[config.mk]
export PLATFORM = sky130hd
export DESIGN_NAME = multi_level_priority_queue_top_flat
export DESIGN_NICKNAME = d
export VERILOG_FILES = /design/src/hdl/mlpq_pkg.sv /design/src/hdl/mlpq_ifs.sv /design/src/hdl/mlpq_ram.sv /design/src/hdl/multi_level_priority_queue_top.sv /design/src/flat_wrapper.sv
export SDC_FILE = /design/constraint.sdc
export NUM_CORES = 2
export LEC_CHECK = 0
export BUFFER_PORTS_ARGS = -buffer_cell sky130_fd_sc_hd__clkbuf_2
export CORE_MARGIN = 2
export CORE_UTILIZATION = 57
export DETAILED_ROUTE_END_ITERATION = 8
export GPL_ROUTABILITY_DRIVEN = 1
export HOLD_SLACK_MARGIN = 0.12
export PLACE_DENSITY = 0.81
export SYNTH_ARGS = -nofsm -noshare
export SYNTH_HDL_FRONTEND = slang
export SYNTH_HIERARCHICAL = 1
export SYNTH_SLANG_ARGS = --single-unit
[constraint.sdc]
create_clock -name i_clk -period 5.8 [get_ports i_clk]
set_input_delay 0.58 -clock i_clk [delete_from_list [all_inputs] [get_ports i_clk]]
set_output_delay 0.58 -clock i_clk [all_outputs]
set_load 0.02 [all_outputs]
[src/hdl/mlpq_pkg.sv]
// ----------------------------------------------------------------------------
// mlpq_pkg
// Shared types and codes of the multilevel priority queue.
// ----------------------------------------------------------------------------
`default_nettype none

package mlpq_pkg;

    localparam logic CMD_INSERT = 1'b0;
    localparam logic CMD_DELETE = 1'b1;

    localparam logic SCAN_ASCENDING  = 1'b0;
    localparam logic SCAN_DESCENDING = 1'b1;

    typedef enum logic [2:0] {
        ST_INSERTED = 3'd0,
        ST_REMOVED  = 3'd1,
        ST_INVALID  = 3'd2,
        ST_EMPTY    = 3'd3,
        ST_FULL     = 3'd4
    } t_status;

    typedef enum logic {
        S_IDLE = 1'b0,
        S_READ = 1'b1
    } t_state;

endpackage

`default_nettype wire

[src/hdl/mlpq_ifs.sv]
// ----------------------------------------------------------------------------
// mlpq channel interfaces
// Command channel and result channel, valid/ready with payload.
// ----------------------------------------------------------------------------
`default_nettype none

interface mlpq_in_if;
    logic               valid;
    logic               ready;
    logic               cmd;
    logic [3:0]         priority_req;
    logic signed [31:0] data_in;
    logic               scan_order;

    modport source (output valid, cmd, priority_req, data_in, scan_order, input ready);
    modport sink   (input valid, cmd, priority_req, data_in, scan_order, output ready);
endinterface

interface mlpq_out_if import mlpq_pkg::*; ();
    logic               valid;
    logic               ready;
    t_status            status;
    logic signed [31:0] data_out;
    logic [3:0]         level_out;

    modport source (output valid, status, data_out, level_out, input ready);
    modport sink   (input valid, status, data_out, level_out, output ready);
endinterface

`default_nettype wire

[src/hdl/mlpq_ram.sv]
// ----------------------------------------------------------------------------
// mlpq_ram
// Simple dual-port RAM, one write and one registered read port.
// ----------------------------------------------------------------------------
`default_nettype none

module mlpq_ram #(
    parameter int WIDTH = 32,
    parameter int DEPTH = 64
) (
    input  wire logic                     i_clk,
    input  wire logic                     i_we,
    input  wire logic [$clog2(DEPTH)-1:0] i_waddr,
    input  wire logic [WIDTH-1:0]         i_wdata,
    input  wire logic [$clog2(DEPTH)-1:0] i_raddr,
    output logic      [WIDTH-1:0]         o_rdata
);

    logic [WIDTH-1:0] r_mem [DEPTH];

    always_ff @(posedge i_clk) begin
        if (i_we) begin
            r_mem[i_waddr] <= i_wdata;
        end
        o_rdata <= r_mem[i_raddr];
    end

endmodule

`default_nettype wire

[src/hdl/multi_level_priority_queue_top.sv]
// ----------------------------------------------------------------------------
// multi_level_priority_queue_top
// One bounded ring FIFO per priority level, entries held in a shared RAM.
//
// Channels: i_in carries commands (insert at priority_req, or delete by
// scan_order), o_out carries one result per command. Both are valid/ready;
// a transfer happens when both are high at a rising edge.
// Results: an insert, invalid, full or empty result is registered and valid in
// the cycle after the command transfer. A delete reads the head entry from
// the RAM, whose read port is registered, so its result passes the S_READ
// state and then the output register. Commands: one command per cycle while
// ready is high; ready drops during S_READ. Non-empty levels are picked by a
// priority encoder over per-level counts kept in flip-flops.
// Reset: synchronous, active low; all levels become empty at once, no
// clearing pass. The entry RAM is not cleared.
// Stall: the result sits in an output register; a new command is taken
// while that register is empty or being drained in the same cycle, outside S_READ.
// ----------------------------------------------------------------------------
`default_nettype none

module multi_level_priority_queue_top import mlpq_pkg::*; #(
    parameter int NUM_LEVELS  = 4,
    parameter int LEVEL_DEPTH = 16
) (
    input  wire logic  i_clk,
    input  wire logic  i_rst_n,
    mlpq_in_if.sink    i_in,
    mlpq_out_if.source o_out
);

    localparam int LVL_W  = $clog2(NUM_LEVELS);
    localparam int PTR_W  = $clog2(LEVEL_DEPTH);
    localparam int CNT_W  = $clog2(LEVEL_DEPTH + 1);
    localparam int SUM_W  = PTR_W + 1;
    localparam int ADDR_W = $clog2(NUM_LEVELS * LEVEL_DEPTH);

    t_state             r_state, n_state;
    logic               r_out_valid, n_out_valid;
    t_status            r_status, n_status;
    logic signed [31:0] r_data, n_data;
    logic [3:0]         r_level, n_level;
    logic [PTR_W-1:0]   r_head [NUM_LEVELS];
    logic [PTR_W-1:0]   n_head [NUM_LEVELS];
    logic [CNT_W-1:0]   r_count [NUM_LEVELS];
    logic [CNT_W-1:0]   n_count [NUM_LEVELS];

    logic               in_fire;
    logic [LVL_W-1:0]   ins_lvl;
    logic               ins_invalid;
    logic               ins_full;
    logic [SUM_W-1:0]   tail_sum;
    logic [PTR_W-1:0]   tail_ptr;
    logic               found;
    logic [LVL_W-1:0]   sel_lvl;
    logic [PTR_W-1:0]   sel_head_next;
    logic               ram_we;
    logic [ADDR_W-1:0]  ram_waddr;
    logic [ADDR_W-1:0]  ram_raddr;
    logic [31:0]        ram_rdata;

    mlpq_ram #(
        .WIDTH (32),
        .DEPTH (NUM_LEVELS * LEVEL_DEPTH)
    ) u_ram (
        .i_clk   (i_clk),
        .i_we    (ram_we),
        .i_waddr (ram_waddr),
        .i_wdata ($unsigned(i_in.data_in)),
        .i_raddr (ram_raddr),
        .o_rdata (ram_rdata)
    );

    assign i_in.ready     = (r_state == S_IDLE) && (!r_out_valid || o_out.ready);
    assign in_fire        = i_in.valid && i_in.ready;
    assign o_out.valid    = r_out_valid;
    assign o_out.status   = r_status;
    assign o_out.data_out = r_data;
    assign o_out.level_out = r_level;

    assign ins_lvl     = i_in.priority_req[LVL_W-1:0];
    assign ins_invalid = {1'b0, i_in.priority_req} >= 5'(NUM_LEVELS);

    always_comb begin
        ins_full = 1'b0;
        tail_sum = '0;
        if (!ins_invalid) begin
            ins_full = r_count[ins_lvl] == CNT_W'(LEVEL_DEPTH);
            tail_sum = SUM_W'(r_head[ins_lvl]) + SUM_W'(r_count[ins_lvl]);
        end
        if (tail_sum >= SUM_W'(LEVEL_DEPTH)) begin
            tail_ptr = PTR_W'(tail_sum - SUM_W'(LEVEL_DEPTH));
        end else begin
            tail_ptr = PTR_W'(tail_sum);
        end
    end

    // first non-empty level in scan order; the last hit in the loop wins
    always_comb begin
        found   = 1'b0;
        sel_lvl = '0;
        if (i_in.scan_order == SCAN_DESCENDING) begin
            for (int k = 0; k < NUM_LEVELS; k++) begin
                if (r_count[k] != '0) begin
                    found   = 1'b1;
                    sel_lvl = LVL_W'(k);
                end
            end
        end else begin
            for (int k = NUM_LEVELS - 1; k >= 0; k--) begin
                if (r_count[k] != '0) begin
                    found   = 1'b1;
                    sel_lvl = LVL_W'(k);
                end
            end
        end
    end

    assign sel_head_next = (r_head[sel_lvl] == PTR_W'(LEVEL_DEPTH - 1)) ? '0
                         : r_head[sel_lvl] + PTR_W'(1);

    assign ram_waddr = ADDR_W'(ins_lvl) * ADDR_W'(LEVEL_DEPTH) + ADDR_W'(tail_ptr);
    assign ram_raddr = ADDR_W'(sel_lvl) * ADDR_W'(LEVEL_DEPTH) + ADDR_W'(r_head[sel_lvl]);
    assign ram_we    = in_fire && (i_in.cmd == CMD_INSERT) && !ins_invalid && !ins_full;

    always_comb begin
        n_state     = r_state;
        n_out_valid = r_out_valid && !o_out.ready;
        n_status    = r_status;
        n_data      = r_data;
        n_level     = r_level;
        n_head      = r_head;
        n_count     = r_count;
        case (r_state)
            S_IDLE: begin
                if (in_fire) begin
                    n_data  = '0;
                    n_level = '0;
                    if (i_in.cmd == CMD_INSERT) begin
                        n_out_valid = 1'b1;
                        if (ins_invalid) begin
                            n_status = ST_INVALID;
                        end else if (ins_full) begin
                            n_status = ST_FULL;
                        end else begin
                            n_status         = ST_INSERTED;
                            n_level          = 4'(ins_lvl);
                            n_count[ins_lvl] = r_count[ins_lvl] + CNT_W'(1);
                        end
                    end else if (!found) begin
                        n_out_valid = 1'b1;
                        n_status    = ST_EMPTY;
                    end else begin
                        n_state          = S_READ;
                        n_level          = 4'(sel_lvl);
                        n_head[sel_lvl]  = sel_head_next;
                        n_count[sel_lvl] = r_count[sel_lvl] - CNT_W'(1);
                    end
                end
            end
            S_READ: begin
                n_state     = S_IDLE;
                n_out_valid = 1'b1;
                n_status    = ST_REMOVED;
                n_data      = $signed(ram_rdata);
            end
            default: begin
                n_state = S_IDLE;
            end
        endcase
    end

    always_ff @(posedge i_clk) begin
        if (!i_rst_n) begin
            r_state     <= S_IDLE;
            r_out_valid <= 1'b0;
            for (int k = 0; k < NUM_LEVELS; k++) begin
                r_head[k]  <= '0;
                r_count[k] <= '0;
            end
        end else begin
            r_state     <= n_state;
            r_out_valid <= n_out_valid;
            r_head      <= n_head;
            r_count     <= n_count;
        end
    end

    always_ff @(posedge i_clk) begin
        r_status <= n_status;
        r_data   <= n_data;
        r_level  <= n_level;
    end

endmodule

`default_nettype wire

[src/flat_wrapper.sv]
// flat-port wrapper written by rule: the top's interface ports become plain ports
module multi_level_priority_queue_top_flat import mlpq_pkg::*;
#(
    parameter int NUM_LEVELS  = 4,
    parameter int LEVEL_DEPTH = 16
)
  (i_clk, i_rst_n, i_in_valid, i_in_cmd, i_in_priority_req, i_in_data_in, i_in_scan_order, i_in_ready, o_out_valid, o_out_status, o_out_data_out, o_out_level_out, o_out_ready);
  mlpq_in_if i_in_i ();
  mlpq_out_if o_out_i ();
  input  wire logic i_clk;
  input  wire logic i_rst_n;
  input wire logic [$bits(i_in_i.valid)-1:0] i_in_valid;
  input wire logic [$bits(i_in_i.cmd)-1:0] i_in_cmd;
  input wire logic [$bits(i_in_i.priority_req)-1:0] i_in_priority_req;
  input wire logic [$bits(i_in_i.data_in)-1:0] i_in_data_in;
  input wire logic [$bits(i_in_i.scan_order)-1:0] i_in_scan_order;
  output wire logic [$bits(i_in_i.ready)-1:0] i_in_ready;
  output wire logic [$bits(o_out_i.valid)-1:0] o_out_valid;
  output wire logic [$bits(o_out_i.status)-1:0] o_out_status;
  output wire logic [$bits(o_out_i.data_out)-1:0] o_out_data_out;
  output wire logic [$bits(o_out_i.level_out)-1:0] o_out_level_out;
  input wire logic [$bits(o_out_i.ready)-1:0] o_out_ready;
  assign i_in_i.valid = i_in_valid;
  assign i_in_i.cmd = i_in_cmd;
  assign i_in_i.priority_req = i_in_priority_req;
  assign i_in_i.data_in = i_in_data_in;
  assign i_in_i.scan_order = i_in_scan_order;
  assign i_in_ready = i_in_i.ready;
  assign o_out_valid = o_out_i.valid;
  assign o_out_status = o_out_i.status;
  assign o_out_data_out = o_out_i.data_out;
  assign o_out_level_out = o_out_i.level_out;
  assign o_out_i.ready = o_out_ready;
  multi_level_priority_queue_top #(.NUM_LEVELS(NUM_LEVELS), .LEVEL_DEPTH(LEVEL_DEPTH)) u_core (.i_clk(i_clk), .i_rst_n(i_rst_n), .i_in(i_in_i), .o_out(o_out_i));
endmodule
=== After elaboration in Yosys (flattened, before gate mapping) ===
Memory sizes are Yosys's and may differ from the RTL's. A register that Yosys moved wholly into a read port is not among the register bits.
Index checks and enable logic that the tools add are counted.
Widths: inputs -> output; s select.

* Bitwise operators: 4
* Mux-type cells: 68
* Eq/ne operators: 7
* Add/subtract/negate cells: 7
* Reduce and logical (&&, ||, !) cells: 21
* Order comparisons: 6

{| class="wikitable"
|+ Operator list
! kind !! count
|-
| $mux 20 || 4
|-
| $pmux 32 s2 || 1
|-
| $bwmux 20 || 2
|-
| $mux 4 || 9
|-
| $mux 5 || 7
|-
| $mux 32 || 1
|-
| $bmux 5 s2 || 2
|-
| $demux 5 s2 || 2
|-
| $reduce_bool 5->1 || 4
|-
| $mux 1 || 19
|-
| $mux 2 || 9
|-
| $bmux 4 s2 || 2
|-
| $bwmux 16 || 1
|-
| $mux 3 || 5
|-
| $add 6x4->6 || 2
|-
| $demux 4 s2 || 1
|-
| $logic_and 1x1->1 || 8
|-
| $ge 3x3->1 const B || 2
|-
| $lt 3x1->1 const B || 2
|-
| $not 2->3 || 2
|-
| $pmux 3 s2 || 1
|-
| $add 4x5->5 || 1
|-
| $add 5x1->5 const B || 1
|-
| $eq 5x5->1 const B || 1
|-
| 16 further kinds || 24
|}

* Memory bits (writable): 2048
* Word-level logic and storage cells: 127
* Memories kept: 1
* Output and inout port bits: 41
* Register bits after elaboration: 77

{| class="wikitable"
|+ Memories
! memory !! depth !! bits a word !! rd ports !! clocked after Yosys merged registers in !! wr ports !! line !! text
|-
| u_core.u_ram.r_mem || 64 || 32 || 1 || 1 || 1 || mlpq_ram.sv:19 || <nowiki>logic [WIDTH-1:0] r_mem [DEPTH];</nowiki>
|}

=== Longest topological paths before layout ===
* Depth after elaboration: 14
* Depth in mapped cells: 17
* Mapped depth without buffers: 10

=== Cells and area by module ===
The synthesis kept the hierarchy.

{| class="wikitable"
|+ By module, submodules not included
! module !! area an instance (um^2) !! instances !! cells each
|-
| mlpq_ram || 78515.3 || 1 || 3324
|-
| multi_level_priority_queue_top || 4013.8 || 1 || 390
|}

=== Worst setup path before layout ===
OpenSTA, ideal clock, no wires.

* Kind: input -> register
* Start point: input port i_in_priority_req[0]
* End point: memory u_core.u_ram.r_mem[49][0], enable pin
* Buffers on the path: 3
* Setup slack: -0.084 ns
* Data arrival time: 5.424 ns
* Cell stages on the path: 13
* Path through: clkbuf_1 clkbuf_1 mux4_2 ha_1 a21o_1 a21oi_1 xnor2_1 xnor2_1 nor3_1 clkbuf_1 nor2b_1 nand4_1 nor3_1

{| class="wikitable"
|+ RTL lines
! item !! line !! text
|-
| start: declaration || flat_wrapper.sv:14 || <nowiki>input wire logic [$bits(i_in_i.priority_req)-1:0] i_in_priority_req;</nowiki>
|-
| $not 2->3 (not written as such) || multi_level_priority_queue_top.sv:88 || <nowiki>tail_sum = SUM_W'(r_head[ins_lvl]) + SUM_W'(r_count[ins_lvl]);</nowiki>
|-
| $bmux 4 s2 or $bmux 5 s2 (tied branches) || multi_level_priority_queue_top.sv:88 ||
|-
| $mux 4 (not written as such) or $mux 5 (tied branches) (2 in series) || multi_level_priority_queue_top.sv:88 ||
|-
| $add 4x5->5 || multi_level_priority_queue_top.sv:88 ||
|-
| $mux 5 (*) || multi_level_priority_queue_top.sv:86 || <nowiki>if (!ins_invalid) begin</nowiki>
|-
| $sub 4x1->4 or $ge 5x5->1 (tied branches) || multi_level_priority_queue_top.sv:91, multi_level_priority_queue_top.sv:90 ||
|-
| $mux 4 (*) || multi_level_priority_queue_top.sv:90 || <nowiki>if (tail_sum >= SUM_W'(LEVEL_DEPTH)) begin</nowiki>
|-
| $add 6x4->6 (*) || multi_level_priority_queue_top.sv:121 || <nowiki>assign ram_waddr = ADDR_W'(ins_lvl) * ADDR_W'(LEVEL_DEPTH) + ADDR_W'(tail_ptr);</nowiki>
|-
| net u_core.ram_waddr[3] || multi_level_priority_queue_top.sv:57 || <nowiki>logic [ADDR_W-1:0] ram_waddr;</nowiki>
|-
| end: declaration || mlpq_ram.sv:19 ||
|}

The timed path passes the listed nets; every way through them passes the cells marked *. The select of a mux whose other input is x is not followed.

=== Worst setup path in the final report ===
* Start point: register u_core/r_count[17] (netlist name)
* End point: register u_core.u_ram.o_rdata[4], read port of u_core.u_ram.r_mem

* Cells in the longest elaborated chain, start to end: 8

{| class="wikitable"
|+ Ends and longest elaborated chain
! item !! line !! text
|-
| start: declaration || multi_level_priority_queue_top.sv:44 || <nowiki>logic [CNT_W-1:0] r_count [NUM_LEVELS];</nowiki>
|-
| start signal: assignment || multi_level_priority_queue_top.sv:184 || <nowiki>r_count <= n_count;</nowiki>
|-
| $reduce_bool 5->1 || multi_level_priority_queue_top.sv:110 || <nowiki>if (r_count[k] != '0) begin</nowiki>
|-
| $mux 2 || multi_level_priority_queue_top.sv:110 ||
|-
| $mux 2 || multi_level_priority_queue_top.sv:101 || <nowiki>if (i_in.scan_order == SCAN_DESCENDING) begin</nowiki>
|-
| $not 2->3 (not written as such) || multi_level_priority_queue_top.sv:122 || <nowiki>assign ram_raddr = ADDR_W'(sel_lvl) * ADDR_W'(LEVEL_DEPTH) + ADDR_W'(r_head[sel_lvl]);</nowiki>
|-
| $bmux 4 s2 || multi_level_priority_queue_top.sv:122 ||
|-
| $mux 4 (not written as such) (2 in series) || multi_level_priority_queue_top.sv:122 ||
|-
| $add 6x4->6 || multi_level_priority_queue_top.sv:122 ||
|-
| net u_core.ram_raddr[2] || multi_level_priority_queue_top.sv:58 || <nowiki>logic [ADDR_W-1:0] ram_raddr;</nowiki>
|-
| end: declaration || mlpq_ram.sv:16 || <nowiki>output logic [WIDTH-1:0] o_rdata</nowiki>
|}

The timed path passes the listed nets, and every way through them passes these cells. The select of a mux whose other input is x is not followed.
A chain may end at the register's enable or synchronous reset.

==> results.tsv <==
metric	value	unit
outcome	complete, but fails checks	
failing checks	DRC	
total global-route track usage	0.298	
FF+latch count, synth	2155	
largest clock skew in the final design	0.0232	ns
unique cell type count in the Yosys netlist	66	
vertical die dimension	385	µm
mean instance size in the synthesized netlist	22.2	µm²
average detailed-routed wire length per instance	35.9	µm
Synth Cell Area	82500	µm²
global route hottest layer	met2	
source of the critical timing path	u_core/r_count[17]$_SDFFE_PN0P_	
crit path time final	5.65	ns
worst r2r src	u_core/r_count[17]$_SDFFE_PN0P_	
Clock power frac	0.330	
sw frac	0.282	
worst hold path cell count	4	
Max Cap Violations	0	
count of hold-fix buffers inserted at cts	1	
length in cells of the worst reg-to-reg path	12	
Total Routed Length	218	mm
pin count of the biggest net entering global routing	65	
antenna-violating nets left	0	
vias in the first global route	42700	
startpoint of the lowest-slack hold path	o_out_ready	
combinational share of power	0.212	
number of nets in the layout	4056	
number of standard-cell rows in the floorplan	139	
Seq/Total Area, Yosys	0.776	
Synth Instances	3714	
internal power summed over all cells	27.5	mW
TritonCTS clock tree	yes	
initial cell density of the core	0.574	
final slew viol count	0	
share of synthesized registers carrying an async set or reset	0	
period utilisation layout	0.975	
global placer's final weighted congestion	0.911	
setup violation total in the final timing report	0	
floorplan core area	144000	µm²
area growth from synthesis to final layout	12.9	%
RSZ-0062 raised after global routing	no	
element type at the critical path end	register	
HPWL after DPL	117	mm
total grt overflow	0	
number of resized instances in the post-cts repair step	0	
clock buffer count from CTS	194	
synthesis warning total	6	
number of buffers on the longest clock path	3	
depth of the CTS H-tree	4	
worst-skew pair later-pin latency	0.83	ns
first-pass iteration count of the detailed router	9	
iteration-0 DRC count of the detailed router	7197	
post-route DRC violation count	26	
P_sw	10.8	mW
setup_tns	0	ns
Worst Path Class, Setup	reg2reg	
IO buf count	80	
post-layout instance area	93200	µm²
clk sinks	2155	
detail-routed via count per cell	7.04	
cell area after placement	87000	µm²
actual transition at the worst max-transition pin	1.28	ns
setup bufs post-CTS	0	
P_leak	28.3	nW
top achievable clock speed	0.177	GHz
number of enable-type register cells in the synthesized netlist	2085	
met1 GRT Util	0.390	
M2 GR Usage	0.473	
worst hold path class	in2reg	
sequential share of power	0.458	
Vias	42800	
peak supply drop	0.333	mV
CTS root buffer	clkbuf_16	
number of ports placed on the die boundary	83	
Max FO, Critical Path	29	
most used flip-flop cell after synthesis	edfxtp_1	
number of antenna violations at the first check in global routing	9	
Power per Cell Area	410	nW/µm²
clock-pin slew on the worst setup and hold paths	0.06	ns
Crit path required time	6.47	ns
share of layout cells above drive strength 1	0.291	
width of the chip	385	µm
max-slew headroom at the worst pin	0.142	
CP Launch Type	register	
wire length of the first global-routing pass	309	mm
global-route met3 utilization	0.0700	
area of the die	148000	µm²
number of endpoints with negative hold slack in the final report	0	
WP data arrival	6.32	ns
-- routing by layer --
layer / up-vias / part of all wire
li1: 16300 / -
met1: 22100 / 0.33
met2: 3821 / 0.48
met3: 618 / 0.13
met4: 8 / 0.057
met5: - / 0.00023
-- cells by family after synthesis --
family          synth area share
flops                      0.776
fa+ha+maj                0.00115
buf+inv                   0.0126
xor+xnor                 0.00127
simple gates              0.0205
compound gates            0.0235
other cells            0.0000454
mux                        0.165
-- synthesized netlist by cell type (18+ instances only) --
cell      number  area share
a21oi_1       91      0.0055
a22oi_1       20      0.0018
and2_1        35      0.0027
buf_1         21     0.00096
buf_2         59      0.0036
buf_4         29      0.0026
clkbuf_1      90      0.0041
dfxtp_1       70       0.017
edfxtp_1    2085        0.76
mux2i_1      111       0.013
mux4_2       553        0.15
nand2_1       49      0.0022
nor2_1       164      0.0075
nor2b_1       18      0.0014
nor3_1        19      0.0012
o21ai_0       31      0.0019
o221ai_1      27      0.0029
o22ai_1       84      0.0064
-- critical path: stages, from the launching register on --
cell and delay [ns]:
dfxtp_1 0.36, or4_1 0.65, o41ai_4 0.54, nand2_2 0.29
buf_4 0.28, mux2i_1 0.17, mux2i_4 0.84, buf_4 0.63
mux4_2 0.43, mux2i_1 0.24, nor2_1 0.08, a311oi_1 0.77
nor3_1 0.19
-- final cells by class --
cell class                 instances  area, µm²
antenna                            5       12.5
clock buffer                     266       5390
clock inverter                    95        803
fill                            8715      50400
inverter                          12       45.0
multi-input combinational       1343      18000
sequential                      2155      64000
tap                             1903       2380
timing repair buffer             301       2550
-- power by group through the flow --
stage | sequential, mW | clock, mW | combinational, mW
3_5_place_dp | 17.8 | 0 | 7.67
3_3_place_gp | 17.8 | 0 | 7.51
5_1_grt | 17.5 | 13.2 | 8.28
4_1_cts | 17.5 | 12.7 | 7.87
2_1_floorplan | 17.8 | 0 | 4.44
6_report | 17.5 | 12.6 | 8.11
-- layout by cell type (no fill, tap or decap), types with 10 or more instances in the layout --
cell,count
edfxtp_1,2085
mux4_2,553
clkbuf_16,202
buf_4,181
mux2i_1,109
nor2_1,102
a21oi_1,91
o22ai_1,84
clkbuf_2,80
dfxtp_1,69
nor2_4,62
clkbuf_1,55
nand2_1,49
buf_12,39
clkinv_1,38
and2_1,35
clkinv_2,31
o21ai_0,31
o221ai_1,27
a22oi_1,20
nor2b_1,18
nor3_1,14
bufinv_16,13
inv_1,10
nand3_1,10
-- path summary, 6_finish.rpt --
kind / endpoint / slack, ns
worst max-delay path: u_core/u_ram/o_rdata[4]$_DFF_P_ / 0.15
worst min-delay path: u_core/o_out.valid$_SDFF_PN0_ / 0.15
worst max register to register: u_core/u_ram/o_rdata[4]$_DFF_P_ / 0.15
worst min register to register: u_core/r_head[4]$_SDFFE_PN0P_ / 0.49
-- stage by stage --
step | utilization | hold WS [ns] | setup slack, ns | std cells | power, mW
3_5_place_dp | 0.606 | 0.468 | 0.514 | 5713 | 25.5
5_1_grt | 0.649 | 0.190 | 0.169 | 6075 | 39.0
3_3_place_gp | 0.606 | 0.461 | 0.599 | 5713 | 25.3
6_report | 0.649 | 0.148 | 0.145 | 6080 | 38.2
2_1_floorplan | - | 0.441 | 0.523 | 3715 | 22.3
4_1_cts | 0.649 | 0.129 | 0.382 | 6075 | 38.1
-- sequential cells by signal, indices dropped and copies added, names as in the netlist --
| signal | cells |
|---|---|
| u_core/o_out.data_out | 32 |
| u_core/o_out.level_out | 2 |
| u_core/o_out.status | 3 |
| u_core/o_out.valid | 1 |
| u_core/r_count | 20 |
| u_core/r_head | 16 |
| u_core/r_state | 1 |
| u_core/u_ram/o_rdata | 32 |
| u_core/u_ram/r_mem | 2048 |
Note: power is estimated with default switching activity, not from simulation.
